--- src/rtl/mersenne_twister_seed_stack_top_defines.svh ---
// Assertion macros for the seed stack RTL.
// No dependencies; taken in by the modules that carry assertions.
`ifndef MERSENNE_TWISTER_SEED_STACK_TOP_DEFINES_SVH
`define MERSENNE_TWISTER_SEED_STACK_TOP_DEFINES_SVH
`ifndef NO_ASSERTIONS
`define MTS_ASSERT_IMPLY(lbl, clk, rst_n, a, b) \
    lbl: assert property (@(posedge clk) disable iff (!rst_n) (a) |-> (b)) \
        else $error("implication check failed");
`define MTS_ASSERT_NEXT(lbl, clk, rst_n, a, b) \
    lbl: assert property (@(posedge clk) disable iff (!rst_n) (a) |=> (b)) \
        else $error("next-cycle check failed");
`else
`define MTS_ASSERT_IMPLY(lbl, clk, rst_n, a, b)
`define MTS_ASSERT_NEXT(lbl, clk, rst_n, a, b)
`endif
`endif

--- src/rtl/mts_pkg.sv ---
// Shared types and constants for the seed stack.
// No dependencies.
`timescale 1ns / 1ps
package mts_pkg;
    localparam int STATE_WORDS = 624;
    localparam int STACK_SLOTS = 16;
    localparam int IDX_W = 10;
    localparam int SLOT_W = 4;
    localparam int ADDR_W = SLOT_W + IDX_W;
    localparam int SHIFT_OFS = 397;
    localparam int INIT_TWISTS = 20;
    localparam logic [31:0] TWIST_A = 32'h9908B0DF;
    localparam logic [31:0] HI_MASK = 32'h80000000;
    localparam logic [31:0] LO_MASK = 32'h7FFFFFFF;
    localparam logic [31:0] SEED_MUL = 32'd1812433253;
    localparam logic [15:0] DEPTH_MAX = 16'hFFFF;

    localparam logic [2:0] REQ_DRAW = 3'd0;
    localparam logic [2:0] REQ_INIT = 3'd1;
    localparam logic [2:0] REQ_PUSH1 = 3'd2;
    localparam logic [2:0] REQ_PUSH2 = 3'd3;
    localparam logic [2:0] REQ_PUSH3 = 3'd4;
    localparam logic [2:0] REQ_POP = 3'd5;

    typedef enum logic [3:0] {
        S_IDLE, S_DECODE, S_PAIR_SUM, S_PAIR_MUL, S_PAIR_ADD, S_SEED_INIT,
        S_SEED_MUL, S_SEED_WR, S_TW_LD, S_TW_CUR, S_TW_RD, S_TW_WR,
        S_DRAW_RD, S_DRAW_OUT, S_DONE
    } t_state;

    typedef struct packed {
        logic load;
        logic decode;
        logic pop;
        logic pair_sum;
        logic pair_mul;
        logic pair_add;
        logic seed_init;
        logic seed_mul;
        logic seed_wr;
        logic tw_ld;
        logic tw_cur;
        logic tw_rd;
        logic tw_wr;
        logic rp_clear;
        logic draw_rd;
        logic finish;
        logic finish_draw;
    } t_cmd;

    typedef struct packed {
        logic [2:0] req;
        logic       exhausted;
        logic       pair_again;
        logic       idx_last;
        logic       twists_last;
    } t_stat;

    function automatic logic [SLOT_W-1:0] clamp_slot(input logic [15:0] depth);
        logic [SLOT_W-1:0] res;
        if (depth >= 16'(STACK_SLOTS)) res = SLOT_W'(STACK_SLOTS - 1);
        else res = depth[SLOT_W-1:0];
        return res;
    endfunction
endpackage

--- src/rtl/mts_ctrl.sv ---
// Sequencing state machine for the seed stack.
// Depends on mts_pkg.
`timescale 1ns / 1ps
module mts_ctrl (
    input  logic          i_clk,
    input  logic          i_rst_n,
    input  logic          start,
    output logic          busy,
    input  mts_pkg::t_stat i_stat,
    output mts_pkg::t_cmd  o_cmd
);
    mts_pkg::t_state r_state, n_state;

    always_ff @(posedge i_clk) begin
        if (!i_rst_n) r_state <= mts_pkg::S_IDLE;
        else r_state <= n_state;
    end

    always_comb begin
        n_state = r_state;
        o_cmd = '0;
        busy = (r_state != mts_pkg::S_IDLE);
        case (r_state)
            mts_pkg::S_IDLE: begin
                if (start) begin
                    o_cmd.load = 1'b1;
                    n_state = mts_pkg::S_DECODE;
                end
            end
            mts_pkg::S_DECODE: begin
                o_cmd.decode = 1'b1;
                case (i_stat.req)
                    mts_pkg::REQ_DRAW: begin
                        n_state = i_stat.exhausted ? mts_pkg::S_TW_LD : mts_pkg::S_DRAW_RD;
                    end
                    mts_pkg::REQ_INIT, mts_pkg::REQ_PUSH1: n_state = mts_pkg::S_SEED_INIT;
                    mts_pkg::REQ_PUSH2, mts_pkg::REQ_PUSH3: n_state = mts_pkg::S_PAIR_SUM;
                    mts_pkg::REQ_POP: begin
                        o_cmd.pop = 1'b1;
                        n_state = mts_pkg::S_DONE;
                    end
                    default: n_state = mts_pkg::S_DONE;
                endcase
            end
            mts_pkg::S_PAIR_SUM: begin
                o_cmd.pair_sum = 1'b1;
                n_state = mts_pkg::S_PAIR_MUL;
            end
            mts_pkg::S_PAIR_MUL: begin
                o_cmd.pair_mul = 1'b1;
                n_state = mts_pkg::S_PAIR_ADD;
            end
            mts_pkg::S_PAIR_ADD: begin
                o_cmd.pair_add = 1'b1;
                n_state = i_stat.pair_again ? mts_pkg::S_PAIR_SUM : mts_pkg::S_SEED_INIT;
            end
            mts_pkg::S_SEED_INIT: begin
                o_cmd.seed_init = 1'b1;
                n_state = mts_pkg::S_SEED_MUL;
            end
            mts_pkg::S_SEED_MUL: begin
                o_cmd.seed_mul = 1'b1;
                n_state = mts_pkg::S_SEED_WR;
            end
            mts_pkg::S_SEED_WR: begin
                o_cmd.seed_wr = 1'b1;
                n_state = i_stat.idx_last ? mts_pkg::S_TW_LD : mts_pkg::S_SEED_MUL;
            end
            mts_pkg::S_TW_LD: begin
                o_cmd.tw_ld = 1'b1;
                n_state = mts_pkg::S_TW_CUR;
            end
            mts_pkg::S_TW_CUR: begin
                o_cmd.tw_cur = 1'b1;
                n_state = mts_pkg::S_TW_RD;
            end
            mts_pkg::S_TW_RD: begin
                o_cmd.tw_rd = 1'b1;
                n_state = mts_pkg::S_TW_WR;
            end
            mts_pkg::S_TW_WR: begin
                o_cmd.tw_wr = 1'b1;
                if (!i_stat.idx_last) n_state = mts_pkg::S_TW_RD;
                else if (!i_stat.twists_last) n_state = mts_pkg::S_TW_LD;
                else if (i_stat.req == mts_pkg::REQ_DRAW) begin
                    o_cmd.rp_clear = 1'b1;
                    n_state = mts_pkg::S_DRAW_RD;
                end else n_state = mts_pkg::S_DONE;
            end
            mts_pkg::S_DRAW_RD: begin
                o_cmd.draw_rd = 1'b1;
                n_state = mts_pkg::S_DRAW_OUT;
            end
            mts_pkg::S_DRAW_OUT: begin
                o_cmd.finish = 1'b1;
                o_cmd.finish_draw = 1'b1;
                n_state = mts_pkg::S_IDLE;
            end
            mts_pkg::S_DONE: begin
                o_cmd.finish = 1'b1;
                n_state = mts_pkg::S_IDLE;
            end
            default: n_state = mts_pkg::S_IDLE;
        endcase
    end
endmodule

--- config.mk ---
export PLATFORM = sky130hd
export DESIGN_NAME = mts_ctrl
export DESIGN_NICKNAME = d
export VERILOG_FILES = /design/src/rtl/mersenne_twister_seed_stack_top_defines.svh /design/src/rtl/mts_pkg.sv /design/src/rtl/mts_ctrl.sv
export SDC_FILE = /design/constraint.sdc
export NUM_CORES = 1
export LEC_CHECK = 0
export BUFFER_PORTS_ARGS = -buffer_cell sky130_fd_sc_hd__buf_4
export CAP_MARGIN = 10
export CORE_MARGIN = 2
export CORE_UTILIZATION = 38
export CTS_BUF_LIST = sky130_fd_sc_hd__clkbuf_16
export CTS_CLUSTER_SIZE = 14
export DETAILED_ROUTE_END_ITERATION = 8
export PLACE_DENSITY = 0.73
export SYNTH_ARGS = -nofsm -noshare
export SYNTH_HDL_FRONTEND = slang
export SYNTH_SLANG_ARGS = --single-unit
export TNS_END_PERCENT = 50
--- constraint.sdc ---
create_clock -name i_clk -period 1.19 [get_ports i_clk]
set_clock_uncertainty 0.15 [all_clocks]
set_input_delay 0.0595 -clock i_clk [delete_from_list [all_inputs] [get_ports i_clk]]
set_output_delay 0.0595 -clock i_clk [all_outputs]
set_load 0.005 [all_outputs]
Yosys cells after proc, flatten, opt, wreduce, memory -nomap -nowiden --
Cells that the tools add are included.
Operators by class: eq/ne operators 20, reductions and logical operators 6, mux-type cells 29
Operator list (count):
- one-hot mux 4 bit (13 select lines) | 1
- equality test 4 bit, second input constant | 7
- two-way mux 1 bit | 18
- equality test 4 x 3 -> 1 bit, second input constant | 4
- two-way mux 4 bit | 4
- one-hot mux 4 bit (3 select lines) | 1
- equality test 4 x 2 -> 1 bit, second input constant | 2
- equality test 3 x 2 -> 1 bit, second input constant | 2
- equality test 3 bit, second input constant | 2
- two-way mux 2 bit | 3
- two-way mux 3 bit | 2
- OR reduction 2 bit | 3
- equality test 4 x 1 -> 1 bit, second input constant | 1
- logical NOT 4 bit | 1
- nonzero test 4 bit | 1
- equality test 3 x 1 -> 1 bit, second input constant | 1
- logical NOT 3 bit | 1
- inequality test 2 bit, second input constant | 1
Storage, ports and cells: flip-flop bits (word level) 4, logic and storage cells 56

Logic depth before layout (Yosys ltp) --
Gate-level depths: netlist of the first run.
depth in word-level cells 5, gate-level depth with buffers 5, depth with buffers taken out 4

Worst setup path before layout of the first run --
No wires, ideal clock.
path type reg-to-reg, from register r_state[1], to register r_state[1], buffers on the path 1, setup slack -56 ps, required time 912 ps, clock period less this slack 1246 ps, cell stages (with the launch flop) 5, arrival time 968 ps, library setup time 128 ps, cells stage by stage dfxtp_1 -> buf_4 -> a31oi_1 -> a32oi_1 -> a21oi_1
Between the ends: word-level cells in the longest chain between the ends 2
RTL lines:
- from (decl) | RTL line mts_ctrl.sv:12 | mts_pkg::t_state r_state, n_state;
- from (signal assigned) | RTL line mts_ctrl.sv:15 | if (!i_rst_n) r_state <= mts_pkg::S_IDLE;
- from (signal assigned) | RTL line mts_ctrl.sv:16 | else r_state <= n_state;
- equality test 4 bit, or another cell as far along | RTL line mts_ctrl.sv:23 | case (r_state)
- one-hot mux 4 bit (13 select lines) or inequality test 2 bit (tied branches)
Several ways; a longest one is shown, not always the timed one. A chain may end at the register's enable or synchronous reset.

==> flow_metrics.py, run 1 <==
metrics = {
    "timing": {
        "grt_setup_unrepaired": "yes",
        "setup_viol": 22,
        "max_freq_ghz": 0.696,
        "tightest_slew_ns": 0.237,
        "drv_slew": 0,
        "hold_viol": 0,
        "tns_ns": -3.43,
        "fin_ws_ns": -0.248,
        "min_period_ns": 1.44,
        "maxSlewHeadroom_pct": 84.2,
        "period_share_pct": 121,
    },
    "final_layout": {
        "diodes": 0,
        "final_nets": 134,
        "layout-drive-gt1-share_pct": 68.9,
        "largest_reg_flops": 4,
        "nFillCells": 70,
        "reg.largest.list": "r_state: 4 flops",
        "top_register": "r_state",
        "final_cell_count_no_fill": 137,
        "syn2layout_area_growth_pct": 119,
        "finish.utilization_pct": 86.6,
    },
    "worst_setup_path": {
        "cp.arrival_ns": 1.23,
        "slowest_stage": "dfxtp_2",
        "worstRegToRegCells": 6,
        "r2r-start": "r_state[0]",
        "crit_path_start": "r_state[0]",
        "path_buf_inv": 2,
        "cp.depth": 5,
        "crit_type": "reg -> out",
        "cpLargestDelayFamily": "simple AND/OR/NAND/NOR gates",
        "cp-start-kind": "register",
        "cp-end-kind": "output pin",
        "endpoint": "o_cmd[14]",
        "path_cells": "buf_6 > nand2b_4 > nor3_4 > and4b_1 > buf_4",
        "slowest_delay_ns": 0.33,
        "worstPathMaxFanout": 3,
        "reg2reg_to": "r_state[3]",
        "regToRegSetupSlack_ns": -0.17,
        "crit_required_ns": 0.98,
    },
    "grt": {
        "grt_first_pass_wirelength_um": 2730,
        "grt_usage_pct": 25.1,
        "grt_max_degree": 11,
        "first_global_vias": 677,
        "grt_overflow": 0,
        "antenna_found_initial": 0,
    },
    "route": {
        "drtPass1Iterations": 4,
        "wl_per_cell_um": 14.8,
        "drt-total-wl_um": 2030,
        "via_per_inst": 5.48,
        "ant_nets": 0,
        "vias": 751,
        "drtIter0Drc": 10,
        "drc": 0,
    },
    "die": {
        "die_h_um": 40.3,
        "core_area_sq_um": 1270,
        "dieArea_sq_um": 1620,
        "rows": 13,
        "dieWidth_um": 40.3,
        "io_pins": 28,
        "initial_core_util_pct": 39.4,
    },
    "yosys": {
        "syn_area_sq_um": 500,
        "ys_warn_count": 0,
        "yosysUniqueCellTypes": 32,
        "synth.avg_cell_area_sq_um": 6.67,
        "yosysSeqAreaShare_pct": 16.0,
        "netlist_instances": 75,
        "synth-seq-cells": 4,
        "synth_nets": 85,
    },
    "power_and_ir_drop": {
        "irDropWorstVdd_mv": 1.37,
        "powerDensity_nw_per_um2": 1260,
        "power_leakage_nw": 0.524,
    },
    "placement": {
        "post-place-cells": 128,
        "gp_congestion": 0.875,
        "hpwl_um": 1250,
        "port_buffers": 27,
    },
    "clock_network": {
        "clock_sinks": 4,
        "h-tree-depth": 1,
        "cts.root.buffer_cell": "clkbuf_16",
        "cts_tree": "done",
        "clockBufferDepth": 2,
        "path_clk_slew_ns": 0.03,
        "clk_latency_ns": 0.22,
        "numCtsBuffers": 3,
    },
    "run_status": {
        "violations": "negative setup slack",
        "outcome": "complete, but fails checks",
    },
    "run": {
        "maxCapViolations": 0,
    },
    "worst_hold_path": {
        "hp-class": "in -> reg",
    },
}
[stage by stage]
step / setup slack, ns / hold slack [ns] / power [mW] / cell area, sq um
finish: -0.248 / 0.0161 / 1.38 / 1100
global route: -0.301 / 0.0341 / 1.45 / 1100
CTS: -0.300 / 0.00472 / 1.36 / 1060
detailed placement: -0.111 / 0.196 / 0.729 / 855
global placement: -0.0955 / 0.195 / 0.720 / 855
floorplan: 0.00785 / 0.0480 / 0.480 / 542
[repair_timing]
action                                  in CTS  in global routing
hold buffers                                 1                  0
setup buffers                                4                  1
endpoints found under the hold margin        4                  0
pin swaps                                   10                  6
endpoints found under the setup margin      22                 22
resized for setup                           23                 10
[how the worst min path moves through the flow]
| stage | start | endpoint | slack, ns | cells after the start |
|---|---|---|---|---|
| 2_1_floorplan | i_rst_n | r_state[0] | 0.05 | 2 |
| 3_3_place_gp | i_rst_n | r_state[0] | 0.19 | 3 |
| 3_5_place_dp | i_rst_n | r_state[0] | 0.20 | 3 |
| 4_1_cts | i_stat[1] | r_state[2] | 0.005 | 3 |
| 5_1_grt | i_stat[6] | r_state[0] | 0.03 | 4 |
| 6_report | i_stat[6] | r_state[0] | 0.02 | 4 |
[final cells by class]
cell class,count,area [sq um],share of cell area [%]
timing repair buffer,49,405,36.9
multi-input combinational,64,502,45.7
sequential,4,90.1,8.20
clock buffer,3,75.1,6.83
inverter,2,7.51,0.683
tap,15,18.8,1.71
[cell families (layout without fill, tap and decap cells)]
family | Yosys count | count (layout) | share of synthesized area (%)
flops | 4 | 4 | 16.0
buf+inv | 7 | 54 | 7.25
simple gates | 44 | 44 | 47.3
compound gates | 19 | 19 | 27.8
xor+xnor | 1 | 1 | 1.75
[metal layers]
metal  track usage (%)  vias up  routed length, um
met4              5.83        0                 79
met1              23.8      346                708
met3              3.89        8                134
li1                  -      360                  -
met5                 0        -                  0
met2              53.6       37               1110
[cell usage in the layout, fill, tap and decap left out, types with 2 or more instances in the layout]
cell type	netlist	final
a21oi_1	4	4
a31oi_1	3	3
and3_1	2	2
buf_4	2	42
buf_6	0	4
clkbuf_16	0	3
dfxtp_2	0	2
dfxtp_4	0	2
nand2_1	9	5
nand2_2	1	3
nand2_4	0	2
nand2b_1	5	3
nand2b_4	1	3
nor2_1	13	5
nor2_2	1	6
nor2_4	0	3
nor3_2	1	6
nor3_4	1	2
o21ai_0	3	2
[worst register-to-register path, stage by stage (launching register included)]
cell and delay (ns):
dfxtp_2 0.33, buf_6 0.11, nand2b_4 0.07, nor3_4 0.17, buf_4 0.16, nand2_1 0.06, a31oi_1 0.20
[cells in the mapped netlist]
cell type,count,share of area [%]
a21oi_1,4,4.0
nand2b_1,5,6.3
o21bai_1,1,1.5
nand3_1,1,1.0
nor3_1,6,6.0
buf_4,2,3.0
o21ai_0,3,3.0
buf_2,2,2.0
nor2_1,13,9.8
inv_1,2,1.5
and4b_1,1,2.0
o211ai_1,1,1.5
nand4_1,1,1.3
nor3_2,1,2.0
and3_1,2,2.5
nand2_2,1,1.3
or3_1,1,1.3
a21o_1,1,1.5
nand2b_4,1,2.7
dfxtp_1,4,16
a21boi_2,1,2.2
a21bo_1,1,2.0
nor2_2,1,1.3
o2111ai_1,1,1.8
o221ai_2,1,3.0
a31oi_1,3,3.8
a21oi_2,1,1.8
xnor2_1,1,1.8
nand2_1,9,6.7
nor3_4,1,3.3
clkbuf_1,1,0.75
a32oi_1,1,1.8
[power by group]
| group | switching [mW] | total, mW | internal, mW |
|---|---|---|---|
| registers | 0.0421 | 0.200 | 0.158 |
| logic | 0.311 | 0.669 | 0.358 |
| clock network | 0.0843 | 0.513 | 0.428 |
| total | 0.437 | 1.38 | 0.944 |
Note: power is estimated with default switching activity, not from simulation.
==> inputs of run 2 (changes only) <==
Clock period 1.19 ns to 1.2 ns, I/O delays scaled along.
==> run 2 against run 1 <==
- the run still ends with negative setup slack left
- core utilization rose by 1.9 points
- hold slack improved by 0.029 ns
- die area did not move
- final area rose by 2.2%
- combinational power rose by 8.8%
- sequential cell count did not move
- non-clock buffer count rose by 4
- sequential power fell by 8%
- critical path depth did not move
==> flow_metrics.py, run 2 (synthesis results as in run 1) <==
metrics = {
    "power_and_ir_drop": {
        "p_int_uw": 965,
        "finalPower_mw": 1.43,
        "power_frac_seq_pct": 12.9,
        "p_sw_share_pct": 32.5,
        "power_leakage_nw": 0.517,
        "powerDensity_nw_per_um2": 1270,
        "power_switching_uw": 465,
        "clkPwrFrac_pct": 36.1,
        "power_frac_comb_pct": 50.9,
        "irDropWorstVdd_mv": 1.53,
    },
    "die": {
        "initial_core_util_pct": 39.4,
        "dieWidth_um": 40.3,
        "dieArea_sq_um": 1620,
        "die_h_um": 40.3,
        "core_area_sq_um": 1270,
        "io_pins": 28,
        "rows": 13,
    },
    "worst_setup_path": {
        "slowest_stage": "dfxtp_4",
        "cp.arrival_ns": 1.28,
        "crit_top_cell": "buf_4",
        "cp-start-kind": "register",
        "crit_type": "reg -> out",
        "cp-end-kind": "output pin",
        "worstPathMaxFanout": 6,
        "path_cells": "clkbuf_2 > nor2_4 > nand2_2 > buf_4 > buf_4",
        "crit_required_ns": 0.99,
        "slowest_delay_ns": 0.37,
    },
    "final_layout": {
        "top_register": "r_state",
        "regArea_sq_um": 87.6,
        "diodes": 0,
        "largest_reg_flops": 4,
        "nFillCells": 63,
        "reg.largest.list": "r_state: 4 flops",
        "syn2layout_area_growth_pct": 124,
        "layout-drive-gt1-share_pct": 68.3,
        "final_cell_mix": "buf_4, nor2_1, nand2_1",
        "final_nets": 138,
        "final_common_cell": "buf_4",
        "final_cell_count_no_fill": 141,
        "multi_input_area_sq_um": 507,
    },
    "grt": {
        "grt_max_degree": 12,
        "first_global_vias": 707,
        "grt_first_pass_wirelength_um": 2700,
        "antenna_found_initial": 0,
        "grt_usage_pct": 24.0,
        "grt_overflow": 0,
    },
    "route": {
        "wl_per_cell_um": 16.4,
        "vias": 794,
        "drt-total-wl_um": 2310,
        "drtIter0Drc": 24,
        "drc": 0,
        "ant_nets": 0,
        "via_per_inst": 5.63,
        "drtPass1Iterations": 4,
    },
    "timing": {
        "min_period_ns": 1.49,
        "setup_viol": 22,
        "drv_slew": 0,
        "hold_viol": 0,
        "max_freq_ghz": 0.669,
        "grt_setup_unrepaired": "yes",
        "period_share_pct": 125,
        "fin_ws_ns": -0.294,
        "maxSlewHeadroom_pct": 83.0,
        "tightest_slew_ns": 0.255,
    },
    "run_status": {
        "violations": "negative setup slack",
        "outcome": "complete, but fails checks",
    },
    "clock_network": {
        "h-tree-depth": 1,
        "cts.root.buffer_cell": "clkbuf_16",
        "numCtsBuffers": 3,
        "clockBufferDepth": 2,
        "clk_latency_ns": 0.22,
        "clock_sinks": 4,
        "path_clk_slew_ns": 0.03,
        "cts_tree": "done",
    },
    "placement": {
        "post-place-cells": 129,
        "hpwl_um": 1360,
        "gp_congestion": 0.805,
        "port_buffers": 27,
    },
    "run": {
        "maxCapViolations": 0,
    },
    "worst_hold_path": {
        "hp-class": "in -> reg",
    },
}
==> run 2: cell types whose count changed in the layout (fill, tap and decap cells not counted), sizes merged <==
cell | previous run | this run
buf | 48 | 51
clkbuf | 3 | 4
==> run 2: timing repair <==
item | 4_1_cts | 5_1_grt
hold buffers | 1 | 0
resized for setup | 19 | 17
hold endpoints to repair | 3 | 0
setup endpoints to repair | 22 | 22
pin swaps | 11 | 3
buffers inserted | 2 | 6
==> run 2: final timing paths <==
kind	startpoint	to	slack (ns)	cells past startpoint
max reg2reg	r_state[3]	r_state[2]	-0.22	6
min reg2reg	r_state[2]	r_state[1]	0.53	3
max	r_state[1]	busy	-0.29	5
min	i_stat[1]	r_state[2]	0.05	3
==> run 2: metal layers <==
layer / GRT usage (%) / vias up / share of wire, %
li1: - / 369 / -
met3: 3.89 / 4 / 4.8
met2: 55.2 / 36 / 58
met1: 20.2 / 385 / 36
met4: 4.17 / 0 / 1.5
met5: 0 / - / 0
==> run 2: layout make-up <==
cell class	count	share of cell area (%)
inverter	2	0.892
multi-input combinational	64	45.2
tap	15	1.67
sequential	4	7.80
timing repair buffer	53	37.8
clock buffer	3	6.69
==> run 2: power groups by stage <==
| stage | clock, mW | combinational [mW] | sequential (mW) |
|---|---|---|---|
| 2_1_floorplan | 0 | 0.289 | 0.174 |
| 3_3_place_gp | 0 | 0.511 | 0.181 |
| 3_5_place_dp | 0 | 0.523 | 0.182 |
| 4_1_cts | 0.513 | 0.603 | 0.186 |
| 5_1_grt | 0.531 | 0.777 | 0.185 |
| 6_report | 0.517 | 0.728 | 0.185 |
==> run 2: per-stage QoR <==
stage / utilization [%] / setup slack (ns) / cell area (sq um) / hold slack (ns) / setup TNS (ns)
after detailed placement: 66.5 / -0.133 / 843 / 0.205 / -0.718
after global routing: 88.5 / -0.345 / 1120 / 0.0564 / -5.43
after global placement: 66.5 / -0.0961 / 843 / 0.201 / -0.486
final: 88.5 / -0.294 / 1120 / 0.0455 / -4.43
after floorplan: - / -0.00253 / 532 / 0.0485 / -0.00253
after CTS: 80.0 / -0.284 / 1010 / 0.0301 / -3.19
==> run 2: critical path: cells and delay by family, from the launching register on <==
| family | cells | cell delay [ns] |
|---|---|---|
| DFF | 1 | 0.37 |
| and+or+nand+nor | 2 | 0.26 |
| buffers and inverters | 3 | 0.44 |
